===== config.mk =====
export PLATFORM = sky130hd
export DESIGN_NAME = apv_sqrt
export DESIGN_NICKNAME = d
export VERILOG_FILES = /design/src/assert_macros.svh /design/src/apv_sqrt.sv
export SDC_FILE = /design/constraint.sdc
export NUM_CORES = 2
export LEC_CHECK = 0
export ABC_CLOCK_PERIOD_IN_PS = 4200
export BUFFER_PORTS_ARGS = -buffer_cell sky130_fd_sc_hd__clkbuf_2
export CAP_MARGIN = 20
export CORE_MARGIN = 8
export CORE_UTILIZATION = 40
export DETAILED_ROUTE_END_ITERATION = 8
export SLEW_MARGIN = 20
export SYNTH_ARGS = -nofsm -noshare
export SYNTH_HDL_FRONTEND = slang
export SYNTH_SLANG_ARGS = --single-unit

===== constraint.sdc =====
create_clock -name clk_i -period 4.2 [get_ports clk_i]
set_input_delay 1.05 -clock clk_i [delete_from_list [all_inputs] [get_ports clk_i]]
set_output_delay 1.05 -clock clk_i [all_outputs]
set_load 0.1 [all_outputs]

===== src/assert_macros.svh =====
// Assertion macros shared by the velocity block modules.
// Depends on nothing; included by the files that check their own logic.
`ifndef ASSERT_MACROS_SVH
`define ASSERT_MACROS_SVH

// A property that must hold at every rising edge outside reset.
`define APV_ASSERT(name, clk, rst_n, prop, msg) \
  name: assert property (@(posedge clk) disable iff (!rst_n) (prop)) else $error(msg);

// A condition that must never be seen at a rising edge outside reset.
`define APV_ASSERT_NEVER(name, clk, rst_n, cond, msg) \
  name: assert property (@(posedge clk) disable iff (!rst_n) !(cond)) else $error(msg);

`endif


===== src/apv_sqrt.sv =====
// Pipelined integer square root, one root bit per register stage, with a
// side word carried along. Depends on nothing outside itself.
module apv_sqrt #(
  parameter int unsigned ROOT_W = 25,
  parameter int unsigned SIDE_W = 8
) (
  input  logic                  clk_i,
  input  logic                  rst_ni,
  input  logic                  en_i,
  input  logic                  valid_i,
  input  logic [2*ROOT_W-1:0]   value_i,
  input  logic [SIDE_W-1:0]     side_i,
  output logic                  valid_o,
  output logic [ROOT_W-1:0]     root_o,
  output logic [SIDE_W-1:0]     side_o
);

  localparam int unsigned IN_W  = 2 * ROOT_W;
  localparam int unsigned REM_W = ROOT_W + 2;

  logic              valid_q [ROOT_W];
  logic [IN_W-1:0]   val_q   [ROOT_W];
  logic [REM_W-1:0]  rem_q   [ROOT_W];
  logic [ROOT_W-1:0] root_q  [ROOT_W];
  logic [SIDE_W-1:0] side_q  [ROOT_W];

  for (genvar g = 0; g < ROOT_W; g++) begin : g_stage
    logic              vin;
    logic [IN_W-1:0]   val_in;
    logic [REM_W-1:0]  rem_in;
    logic [ROOT_W-1:0] root_in;
    logic [SIDE_W-1:0] side_in;
    logic [REM_W-1:0]  rem_sh;
    logic [REM_W-1:0]  trial;

    if (g == 0) begin : g_first
      assign vin     = valid_i;
      assign val_in  = value_i;
      assign rem_in  = '0;
      assign root_in = '0;
      assign side_in = side_i;
    end else begin : g_next
      assign vin     = valid_q[g-1];
      assign val_in  = val_q[g-1];
      assign rem_in  = rem_q[g-1];
      assign root_in = root_q[g-1];
      assign side_in = side_q[g-1];
    end

    // Bring down the next two radicand bits and try the next root bit.
    assign rem_sh = {rem_in[REM_W-3:0], val_in[IN_W-1 -: 2]};
    assign trial  = {root_in, 2'b01};

    always_ff @(posedge clk_i or negedge rst_ni) begin
      if (!rst_ni) begin
        valid_q[g] <= 1'b0;
      end else if (en_i) begin
        valid_q[g] <= vin;
      end
    end

    always_ff @(posedge clk_i) begin
      if (en_i) begin
        val_q[g]  <= val_in << 2;
        side_q[g] <= side_in;
        if (rem_sh >= trial) begin
          rem_q[g]  <= rem_sh - trial;
          root_q[g] <= {root_in[ROOT_W-2:0], 1'b1};
        end else begin
          rem_q[g]  <= rem_sh;
          root_q[g] <= {root_in[ROOT_W-2:0], 1'b0};
        end
      end
    end
  end

  assign valid_o = valid_q[ROOT_W-1];
  assign root_o  = root_q[ROOT_W-1];
  assign side_o  = side_q[ROOT_W-1];

endmodule


==> results.txt <==
----------------------------------------------------
[Synth]
  Largest area contributor in the synthesized netlist ... sky130_fd_sc_hd__edfxtp_1
  Most used flip-flop cell after synthesis ... sky130_fd_sc_hd__edfxtp_1
  Async SR Flop Fraction ... under 10%
  Mapped cell area ... roughly 0.076 mm^2
  Synth top area cells ... sky130_fd_sc_hd__edfxtp_1 (67%), sky130_fd_sc_hd__ha_1 (5.8%), sky130_fd_sc_hd__xor2_1 (2.7%)
  Seq cells post-synth ... ~1700
  Mean instance size in the synthesized netlist ... about 14 um^2
  Cell variety after synth ... 95
  Post-synth top area share ... 66.91%
  Count of warnings emitted by yosys ... 0
  Number of flops mapped to enable cells by yosys ... about 1700
  Number of instances in the synthesized netlist ... around 5600
  Synth Net Count ... 5968
  Post-synthesis sequential area ratio ... between 60% and 70%

[Timing]
  Final critical-path setup slack ... 0.5711 ns
  Setup violations, final ... 0
  Min Clock Period, post-route ... 3.629 ns
  Clock tree skew after final layout ... approximately 0.074 ns
  Final hold violations ... 0
  Slew Viols, Final ... 0
  F_max ... about 0.28 GHz
  Pin slew with the least headroom to its limit ... 1.006 ns
  Part of the cycle the worst path needs ... ~86%
  Final TNS setup ... 0 ns
  RSZ-0062 raised after global routing ... no
  Slew Limit Headroom ... 32.92%

[Power]
  Total leakage power ... 32.44 nW
  Peak supply drop ... 369.3 uV
  Sequential power share ... 48.9%
  Part of the power in the clock network ... 33.5%
  Share of power burned in combinational logic ... 17.7%
  Switching power as a share of total power ... between 20 and 30%
  Net load switching power ... 12.64 mW
  Internal power ... between 30 and 40 mW
  Power per cell area ... 542.8 mW/mm^2

[GRT]
  Vias in the first global route ... 41870
  Global routing usage summed across all routing layers ... 13.44%
  Wire length of the first global-routing pass ... 223700 um
  Initial antenna violation count ... 1
  Largest net degree at the start of global routing ... 184
  Final global-route overflow total ... 0

[Layout]
  Multi-input gate area ... roughly 0.022 mm^2
  Filler Cells Inserted ... 16880
  Seq. cell area ... between 0.05 and 0.06 mm^2
  Area growth from synthesis to layout ... 12.80%
  Layout cell share with drive strength beyond 1 ... ~9.1%
  Total number of nets in the final design ... 6188

[Run]
  MaxCap Viol Count ... 0

[Clock network]
  Number of buffers added for setup after CTS ... 0
  Clock edge transition at the registers on the reported setup and hold paths ... approximately 0.06 ns
  Post-CTS Hold Buffers ... 0
  Clock tree from TritonCTS ... built
  Maximum number of buffers from clock root to sink ... 3
  H-Tree Depth ... 4
  Clock tree root driver cell ... sky130_fd_sc_hd__clkbuf_16
  Clock network latency to the later pin of the worst-skew pair ... between 0.8 and 0.9 ns
  TritonCTS sink count ... ~1700
  Post-CTS resize count ... 0
  Inserted Clock Buffers ... 181

[Min path]
  Kind of path behind the tightest hold check ... in2async

[Drt]
  Via density per instance ... 5.039
  DRC violations left ... 0
  Detail-routed net length per standard cell ... between 15 and 20 um
  First-pass DRT Iterations ... 7
  Detailed Route Iter0 Violations ... 2886
  Total routed wirelength ... 140200 um
  Number of vias in the routed layout ... 42530
  Antenna viol nets, final ... 0

[Critical path]
  CP max stage cell ... sky130_fd_sc_hd__a311o_1
  Worst-path cell chain ... ha_1 -> nor3_1 -> a211oi_1 -> a22oi_1 -> a21oi_1 -> a311o_1 -> and3_1 -> nor2_1 -> clkinv_1 -> buf_4 -> nor2_1 -> a21oi_1
  Required @ worst endpoint ... 4.78 ns
  Worst path buffer plus inverter count ... 2
  CP Capture Type ... flop
  Crit start category ... flop
  Data arrival time of the worst path ... between 4 and 5 ns
  Dominant delay contributor by cell family on the critical path ... compound AO/OA/AOI/OAI gates
  Category of the most critical setup path ... reg2reg
  Highest net fanout along the worst path ... 17
  CP max stage delay ... 0.48 ns

[Placed design]
  Pre-CTS setup slack ... around 0.6 ns
  Routability cong. ... 0.8730
  Hpwl dp ... 98610 um
  Count of input and output buffers ... 95

[Floorplan]
  Initial standard-cell utilization of the core ... 40.09%
  Std cell rows ... 160
  Die W ... 451.7 um
  Die ar. ... 0.2040 mm^2
  Core region area ... 0.1894 mm^2
  Total I/O pin count ... 96
  Height of the chip ... 451.7 um

[Run status]
  Status ... finished clean

----------------------------------------------------
-- final timing paths --
| check | startpoint | end | slack (ns) | cells after the start |
|---|---|---|---|---|
| worst max-delay path | rem_q[5][28] | rem_q[5][76] | 0.57 | 12 |
| worst min-delay path | rst_ni | g_stage[24].vin | 0.23 | 1 |
| worst max register to register | rem_q[5][28] | rem_q[5][76] | 0.57 | 12 |
| worst min register to register | val_q[0][182] | val_q[0][232] | 0.38 | 0 |
| max in group asynchronous | rst_ni | g_stage[16].vin | 3.56 | 1 |
| min in group clk_i | val_q[0][182] | val_q[0][232] | 0.38 | 0 |
-- per-stage QoR --
| step | total power, mW | std cells | util, % | hold slack (ns) | instance area (um^2) |
|---|---|---|---|---|---|
| after detailed placement | 31.29 | 8102 | 42.09 | 0.4045 | 79720 |
| after floorplan | 28.81 | 5554 | - | 0.4003 | 75930 |
| after global placement | 31.14 | 8102 | 42.09 | 0.4002 | 79720 |
| after global routing | 48.88 | 8440 | 45.22 | 0.1949 | 85650 |
| final | 46.49 | 8440 | 45.22 | 0.2254 | 85650 |
| after CTS | 47.15 | 8437 | 45.22 | 0.1437 | 85640 |
-- layout by cell type (no fill, tap or decap), drive strengths merged, types with 25 or more instances in the layout --
cell	Yosys	layout
xnor2	223	223
and2	31	31
mux2	66	66
edfxtp	1692	1692
inv	434	436
nand4	58	58
clkbuf	98	301
o21ai	287	287
a21oi	334	334
nor2b	51	51
and3	27	27
o21a	66	66
nor3	132	132
clkinv	2	103
ha	352	352
a31oi	30	30
a21o	129	129
nand2b	71	71
nand2	345	345
dfrtp	25	25
nand3	79	79
or3	41	41
nor2	344	344
buf	19	60
xor2	231	231
a211oi	31	31
nor4	77	77
-- state kept, by name (all words and copies together), names as in the netlist --
signal       cells
val_q          600
rem_q          568
valid_o          1
g_stage.vin     24
side_q         200
root_q         325
-- routing by layer --
metal | global-route usage [%] | part of all wire (%)
met5 | 0 | 0
met4 | 4.391 | 2.9
met1 | 16.73 | 43
met3 | 2.330 | 3.6
met2 | 23.80 | 50
-- synth_stat cells (7+ instances only) --
cell type,count
sky130_fd_sc_hd__a211o_1,11
sky130_fd_sc_hd__xnor2_1,223
sky130_fd_sc_hd__o21a_1,66
sky130_fd_sc_hd__nor2_1,343
sky130_fd_sc_hd__nand3_1,79
sky130_fd_sc_hd__nand4_1,58
sky130_fd_sc_hd__a211oi_1,29
sky130_fd_sc_hd__o311ai_0,7
sky130_fd_sc_hd__a21o_1,129
sky130_fd_sc_hd__mux2_2,65
sky130_fd_sc_hd__clkbuf_1,98
sky130_fd_sc_hd__o41ai_1,7
sky130_fd_sc_hd__o211ai_1,15
sky130_fd_sc_hd__ha_1,352
sky130_fd_sc_hd__nor4_1,76
sky130_fd_sc_hd__nand2b_1,71
sky130_fd_sc_hd__nor2b_1,51
sky130_fd_sc_hd__dfrtp_1,25
sky130_fd_sc_hd__o21bai_1,23
sky130_fd_sc_hd__o21ai_0,281
sky130_fd_sc_hd__a2111oi_0,8
sky130_fd_sc_hd__or3_1,40
sky130_fd_sc_hd__or2_2,21
sky130_fd_sc_hd__a21oi_1,334
sky130_fd_sc_hd__nor3_1,129
sky130_fd_sc_hd__mux2i_1,7
sky130_fd_sc_hd__nor4b_1,13
sky130_fd_sc_hd__and2_1,30
sky130_fd_sc_hd__buf_2,12
sky130_fd_sc_hd__nor3b_1,9
sky130_fd_sc_hd__o22ai_1,12
sky130_fd_sc_hd__nand4b_1,9
sky130_fd_sc_hd__xor2_1,231
sky130_fd_sc_hd__edfxtp_1,1692
sky130_fd_sc_hd__nand2_1,344
sky130_fd_sc_hd__or4_1,20
sky130_fd_sc_hd__inv_1,432
sky130_fd_sc_hd__nand3b_1,12
sky130_fd_sc_hd__and3_1,27
sky130_fd_sc_hd__a31oi_1,30
sky130_fd_sc_hd__o31ai_1,20
-- area by class of cell --
cell class	count	share of cell area (%)
sequential	1718	60.08
antenna	3	0.008765
multi-input combinational	3283	26.14
clock inverter	128	1.511
clock buffer	207	5.402
timing repair buffer	154	1.280
inverter	436	1.911
tap	2511	3.668
-- power groups by stage --
stage          sequential (mW)  clock [mW]  combinational (mW)
3_3_place_gp              23.1           0                8.08
5_1_grt                   22.9        16.7                9.21
6_report                  22.7        15.6                8.21
2_1_floorplan             22.7           0                6.15
4_1_cts                   22.8        16.1                8.24
3_5_place_dp              23.1           0                8.18
-- kinds of logic after synthesis --
family	share of synthesized area (%)
compound gates	8.453
xor+xnor	5.237
fa+ha+maj	5.800
buf+inv	2.773
flops	67.77
mux	1.071
simple gates	8.900
No activity file was read; power rests on OpenSTA's default activity.
