$ cat config.mk
export PLATFORM = sky130hd
export DESIGN_NAME = apv_div
export DESIGN_NICKNAME = d
export VERILOG_FILES = /design/src/apv_div.sv
export VERILOG_INCLUDE_DIRS = /design/src /design/src/src
export SDC_FILE = /design/constraint.sdc
export NUM_CORES = 2
export LEC_CHECK = 0
export ABC_CLOCK_PERIOD_IN_PS = 5600
export BUFFER_PORTS_ARGS = -buffer_cell sky130_fd_sc_hd__buf_2
export CAP_MARGIN = 20
export CORE_MARGIN = 1
export CORE_UTILIZATION = 41
export CTS_CLUSTER_SIZE = 20
export DETAILED_ROUTE_END_ITERATION = 16
export PLACE_DENSITY = 0.55
export SLEW_MARGIN = 40
export SYNTH_ARGS = -nofsm -noshare
export SYNTH_HDL_FRONTEND = slang
export SYNTH_SLANG_ARGS = --single-unit
$ cat constraint.sdc
create_clock -name clk_i -period 5.6 [get_ports clk_i]
set_input_delay 0.56 -clock clk_i [delete_from_list [all_inputs] [get_ports clk_i]]
set_output_delay 0.56 -clock clk_i [all_outputs]
set_load 0.005 [all_outputs]
$ cat src/assert_macros.svh
// Assertion macros shared by the velocity block modules.
// Depends on nothing; included by the files that check their own logic.
`ifndef ASSERT_MACROS_SVH
`define ASSERT_MACROS_SVH

// A property that must hold at every rising edge outside reset.
`define APV_ASSERT(name, clk, rst_n, prop, msg) \
  name: assert property (@(posedge clk) disable iff (!rst_n) (prop)) else $error(msg);

// A condition that must never be seen at a rising edge outside reset.
`define APV_ASSERT_NEVER(name, clk, rst_n, cond, msg) \
  name: assert property (@(posedge clk) disable iff (!rst_n) !(cond)) else $error(msg);

`endif

$ cat src/apv_div.sv
// Pipelined two-lane restoring divider for the conical case: one rounding
// stage, then one quotient bit per stage. Depends on assert_macros.svh.
`include "assert_macros.svh"

module apv_div #(
  parameter int unsigned ROOT_W = 25,
  parameter int unsigned KA_W   = 43,
  parameter int unsigned QUOT_W = 20,
  parameter int unsigned SIDE_W = 8
) (
  input  logic               clk_i,
  input  logic               rst_ni,
  input  logic               en_i,
  input  logic               valid_i,
  input  logic [ROOT_W-1:0]  root_i,
  input  logic [KA_W-1:0]    ka_x_i,
  input  logic [KA_W-1:0]    ka_y_i,
  input  logic [SIDE_W-1:0]  side_i,
  output logic               valid_o,
  output logic [QUOT_W-1:0]  quot_x_o,
  output logic [QUOT_W-1:0]  quot_y_o,
  output logic [SIDE_W-1:0]  side_o
);

  localparam int unsigned NUM_W = KA_W + 1;
  localparam int unsigned REM_W = ROOT_W + 1;
  localparam int unsigned NS    = QUOT_W + 1;

  logic              valid_q [NS];
  logic [ROOT_W-1:0] div_q   [NS];
  logic [REM_W-1:0]  rem_q   [NS][2];
  logic [QUOT_W-1:0] low_q   [NS][2];
  logic [SIDE_W-1:0] side_q  [NS];

  // Rounding stage: divisor floor of one, numerator plus half the divisor.
  logic [ROOT_W-1:0] div0;
  logic [NUM_W-1:0]  num0 [2];
  assign div0    = (root_i == '0) ? ROOT_W'(1) : root_i;
  assign num0[0] = NUM_W'(ka_x_i) + NUM_W'(div0 >> 1);
  assign num0[1] = NUM_W'(ka_y_i) + NUM_W'(div0 >> 1);

  always_ff @(posedge clk_i or negedge rst_ni) begin
    if (!rst_ni) begin
      valid_q[0] <= 1'b0;
    end else if (en_i) begin
      valid_q[0] <= valid_i;
    end
  end

  always_ff @(posedge clk_i) begin
    if (en_i) begin
      div_q[0]  <= div0;
      side_q[0] <= side_i;
      for (int l = 0; l < 2; l++) begin
        rem_q[0][l] <= REM_W'(num0[l] >> QUOT_W);
        low_q[0][l] <= num0[l][QUOT_W-1:0];
      end
    end
  end

  // Quotient stages: the low word shifts out numerator bits, in quotient bits.
  for (genvar g = 1; g < NS; g++) begin : g_stage
    logic [REM_W:0] rem_sh [2];
    logic [REM_W:0] div_ext;
    logic           take   [2];

    assign div_ext = (REM_W+1)'(div_q[g-1]);
    for (genvar l = 0; l < 2; l++) begin : g_lane
      assign rem_sh[l] = {rem_q[g-1][l], low_q[g-1][l][QUOT_W-1]};
      assign take[l]   = rem_sh[l] >= div_ext;
    end

    always_ff @(posedge clk_i or negedge rst_ni) begin
      if (!rst_ni) begin
        valid_q[g] <= 1'b0;
      end else if (en_i) begin
        valid_q[g] <= valid_q[g-1];
      end
    end

    always_ff @(posedge clk_i) begin
      if (en_i) begin
        div_q[g]  <= div_q[g-1];
        side_q[g] <= side_q[g-1];
        for (int l = 0; l < 2; l++) begin
          rem_q[g][l] <= take[l] ? REM_W'(rem_sh[l] - div_ext) : REM_W'(rem_sh[l]);
          low_q[g][l] <= {low_q[g-1][l][QUOT_W-2:0], take[l]};
        end
      end
    end
  end

  assign valid_o  = valid_q[NS-1];
  assign quot_x_o = low_q[NS-1][0];
  assign quot_y_o = low_q[NS-1][1];
  assign side_o   = side_q[NS-1];

  // The partial remainder always stays below the divisor.
  `APV_ASSERT(a_rem_x_below_div, clk_i, rst_ni, valid_q[NS-1] |-> (rem_q[NS-1][0] < REM_W'(div_q[NS-1])), "x remainder not below divisor")
  `APV_ASSERT(a_rem_y_below_div, clk_i, rst_ni, valid_q[NS-1] |-> (rem_q[NS-1][1] < REM_W'(div_q[NS-1])), "y remainder not below divisor")

endmodule

==> impl_metrics.env <==
export IMPL_yosysWarningCount=0
export IMPL_tns_ns=0
export IMPL_ant_nets=0
export IMPL_count_of_flip_flops_with_a_built_in_enable_after_synthesis=2544
export IMPL_r2r_cells=11
export IMPL_maxSlewViolCount=0
export IMPL_core_mm2=0.3379
export IMPL_setup_worst_path_start_class="flop"
export IMPL_final_period_minus_worst_setup_slack_ns=4.722
export IMPL_report_final_hold_viol_count=0
export IMPL_timing_rr_end="rem_q[18][11]"
export IMPL_rsz0062_at_grt="no"
export IMPL_synth_largest_type_area_fraction=0.5467
export IMPL_fmaxAchievable_ghz=0.2118
export IMPL_worst_skew_pair_late_latency_ns=0.92
export IMPL_floorplan_die_height_um=585.8
export IMPL_hold_path_class="in -> reg"
export IMPL_timing_hold_worst_endpoint="rem_q[0][6]"
export IMPL_cp_required_ns=6.26
export IMPL_path_class="reg -> reg"
export IMPL_synth_cell_types=89
export IMPL_route_final_wire_length_um=402100
export IMPL_synth_yosys_seq_area_share=0.5505
export IMPL_clock_sinks=2565
export IMPL_crit_path_max_delay_cell_type="sky130_fd_sc_hd__a221oi_1"
export IMPL_worst_r2r_setup_slack_ns=0.88
export IMPL_avg_wl_per_cell_um=23.34
export IMPL_grt_max_degree=156
export IMPL_dr_total_vias=95090
export IMPL_detail_route_first_pass_iterations=6
export IMPL_p_comb_frac=0.435
export IMPL_whs_path_depth=3
export IMPL_detailedRoute_firstIterationViolations=7515
export IMPL_grt_antenna_before_repair=19
export IMPL_worstPathBufferInverterCount=2
export IMPL_syn_area_per_cell_um2=11.55
export IMPL_cell_row_count=213
export IMPL_synth_top_cell_by_area="sky130_fd_sc_hd__edfxtp_1"
export IMPL_min_period_over_period=0.8433
export IMPL_average_via_count_per_standard_cell=5.520
export IMPL_port_buffer_count=171
export IMPL_synthesized_net_count=13310
export IMPL_prevailing_post_synth_register_cell="sky130_fd_sc_hd__edfxtp_1"
export IMPL_clkPwrFrac=0.207
export IMPL_path_cells="inv_1 -> ha_1 -> a21o_1 -> a221o_1 -> a221oi_1 -> o31ai_1 -> a221oi_1 -> o21a_1 -> a21bo_2 -> inv_1 -> mux2_2"
export IMPL_dieArea_mm2=0.3432
export IMPL_grt_overflow_total=0
export IMPL_synthTopCellsByArea="sky130_fd_sc_hd__edfxtp_1 55%, sky130_fd_sc_hd__ha_1 9.4%, sky130_fd_sc_hd__a21oi_1 4.1%, sky130_fd_sc_hd__o21ai_0 3.1%, sky130_fd_sc_hd__xnor2_1 3.0%"
export IMPL_end_kind="flop"
export IMPL_first_global_vias=94060
export IMPL_fin_worst_skew_ns=0.04476
export IMPL_initial_utilization=0.4135
export IMPL_hold_start="ka_y_i[25]"
export IMPL_crit_reg2reg_launch="div_q[2][26]"
export IMPL_globalRouteTotalUtil=0.2297
export IMPL_cellLeakagePower_nw=61.62
export IMPL_power_switching_mw=35.52
export IMPL_cts_clk_slew_worst_paths_ns=0.06
export IMPL_gp_routability_congestion=0.9402
export IMPL_post_dp_hpwl_um=313700
export IMPL_totalPowerFinal_mw=91.07
export IMPL_crit_arrival_ns=5.38
export IMPL_finalNetCount=13660
export IMPL_outcome="finished clean"
export IMPL_areaGrowthSynthToFinish_pct=12.09
export IMPL_drive_gt1_frac=0.08309
export IMPL_filler_cell_count=30900
export IMPL_critical_path_max_fanout=31
export IMPL_slew_headroom=0.3914
export IMPL_post_synthesis_register_bit_count=2565
export IMPL_grt_pass1_wl_um=592500
export IMPL_cts_root_buf="sky130_fd_sc_hd__clkbuf_16"
export IMPL_cp_slowest_stage_delay_ns=0.75
export IMPL_numCtsBuffers=295
export IMPL_tritoncts="yes"
export IMPL_timing_worst_slew_pin_value_ns=0.9052
export IMPL_setup_viol=0
export IMPL_drt_drc_violations_left=0
export IMPL_syn_instance_count=12100
export IMPL_asyncSetResetFlopFracSynth=0.008187
export IMPL_max_clock_path_buffers=4
export IMPL_netSwitchingFraction=0.3901
export IMPL_finalCoreUtilization=0.4635
export IMPL_worst_path_dominant_cell_family="compound AO/OA/AOI/OAI gates"
export IMPL_cts_max_level=5
export IMPL_max_vdd_ir_drop_uv=254.7
export IMPL_intPower_mw=55.54
export IMPL_power_density_mw_per_mm2=581.4
export IMPL_maxCapViolCount=0
export IMPL_die_w_um=585.8
export IMPL_floorplan_io_pins=172
export IMPL_post_synth_instance_area_mm2=0.1397
export IMPL_seq_pwr_share=0.358
-- synth_stat cells (165+ instances only) --
| library cell | count |
|---|---|
| sky130_fd_sc_hd__nand4_1 | 165 |
| sky130_fd_sc_hd__inv_1 | 798 |
| sky130_fd_sc_hd__xor2_1 | 406 |
| sky130_fd_sc_hd__a21o_1 | 493 |
| sky130_fd_sc_hd__mux2_2 | 242 |
| sky130_fd_sc_hd__nand3_1 | 206 |
| sky130_fd_sc_hd__o21ai_0 | 869 |
| sky130_fd_sc_hd__nor2b_1 | 197 |
| sky130_fd_sc_hd__clkbuf_1 | 246 |
| sky130_fd_sc_hd__edfxtp_1 | 2544 |
| sky130_fd_sc_hd__nand2_1 | 864 |
| sky130_fd_sc_hd__nor2_1 | 719 |
| sky130_fd_sc_hd__ha_1 | 1048 |
| sky130_fd_sc_hd__xnor2_1 | 477 |
| sky130_fd_sc_hd__a21oi_1 | 1132 |
-- layout make-up --
cell class	instances	area, um^2	area share
Antenna cell	39	97.59	0.0006231
Clock buffer	362	7697	0.04914
Clock inverter	159	1632	0.01042
Inverter	799	2999	0.01915
Multi-Input combinational cell	8430	58780	0.3752
Sequential cell	2565	76920	0.4911
Tap cell	4515	5649	0.03607
Timing Repair Buffer	358	2867	0.01830
-- cells by family (layout without fill, tap and decap cells) --
| family | after synthesis | count (layout) | share of synthesized area |
|---|---|---|---|
| multiplexers | 263 | 263 | 0.02102 |
| buffers and inverters | 1101 | 1678 | 0.03018 |
| other | 0 | 39 | 0 |
| AO/OA/AOI/OAI | 3346 | 3346 | 0.1463 |
| flip-flops | 2565 | 2565 | 0.5505 |
| AND/OR/NAND/NOR | 2850 | 2850 | 0.09713 |
| XOR/XNOR | 883 | 883 | 0.05535 |
| adder cells (fa/ha/maj) | 1088 | 1088 | 0.09957 |
-- power groups by stage --
stage	combinational (mW)	clock, mW	sequential (mW)
after floorplan	28.8	0	30.2
after global placement	38.8	0	33.1
after detailed placement	39.1	0	33.0
after CTS	39.5	19.5	32.7
after global routing	43.8	20.1	32.9
final	39.6	18.9	32.6
-- metrics by stage --
stage | hold WS, ns | worst slack [ns] | instance area (um^2) | std cells
CTS | 0.003151 | 1.049 | 156500 | 17190
global route | 0.03606 | 0.8096 | 156600 | 17220
finish | 0.09191 | 0.8776 | 156600 | 17230
detailed placement | 0.4045 | 1.064 | 146400 | 16590
floorplan | 0.2644 | 2.142 | 139700 | 12100
global placement | 0.4004 | 0.9824 | 146200 | 16580
-- registers in the layout, summed over array words and instances (netlist names) --
| name | count |
|---|---|
| div_q | 500 |
| low_q | 840 |
| rem_q | 1036 |
| side_q | 168 |
| valid_o | 1 |
| valid_q | 20 |
-- metal layers --
metal,vias up,routed length [um],track usage
li1,45700,-,-
met1,46130,166800,0.2823
met2,2476,195900,0.3987
met3,780,15160,0.02166
met4,2,24240,0.1236
met5,-,13,0
-- worst max-delay path by stage --
stage,startpoint,endpoint,slack [ns],cells past startpoint
after floorplan,div_q[2][1],rem_q[17][3],2.14,12
after CTS,div_q[2][26],rem_q[18][5],1.05,11
after detailed placement,div_q[2][26],rem_q[18][5],1.06,11
after global placement,div_q[2][1],rem_q[17][37],0.98,11
after global routing,div_q[2][26],rem_q[18][3],0.81,11
final,div_q[2][26],rem_q[18][11],0.88,11
-- cell usage in the layout, fill, tap and decap left out, types with 77 or more instances in the layout --
cell type	count
sky130_fd_sc_hd__nand3_1	203
sky130_fd_sc_hd__nand2b_1	161
sky130_fd_sc_hd__a21oi_1	1130
sky130_fd_sc_hd__buf_2	171
sky130_fd_sc_hd__a21o_1	493
sky130_fd_sc_hd__nor3_1	158
sky130_fd_sc_hd__ha_1	1048
sky130_fd_sc_hd__clkbuf_16	298
sky130_fd_sc_hd__nor2_1	718
sky130_fd_sc_hd__mux2_2	242
sky130_fd_sc_hd__o21ai_0	867
sky130_fd_sc_hd__nand2_1	864
sky130_fd_sc_hd__o21a_1	130
sky130_fd_sc_hd__edfxtp_1	2544
sky130_fd_sc_hd__xnor2_1	477
sky130_fd_sc_hd__inv_1	798
sky130_fd_sc_hd__xor2_1	406
sky130_fd_sc_hd__nand4_1	165
sky130_fd_sc_hd__o21bai_1	90
sky130_fd_sc_hd__nor2b_1	197
sky130_fd_sc_hd__dlygate4sd3_1	77
sky130_fd_sc_hd__and3_1	115
sky130_fd_sc_hd__a31oi_1	85
-- worst register-to-register path, delay by kind of cell (launching register included) --
| family | cells | cell delay, ns |
|---|---|---|
| AO/OA/AOI/OAI | 7 | 3.11 |
| adder cells (fa/ha/maj) | 1 | 0.33 |
| flip-flops | 1 | 0.47 |
| buffers and inverters | 2 | 0.26 |
| multiplexers | 1 | 0.29 |
-- timing repair --
action,4_1_cts,5_1_grt
setup buffers,0,0
hold endpoints to repair,97,0
gates resized for setup,0,0
hold buffers,77,0
(Power assumes the default switching activity.)
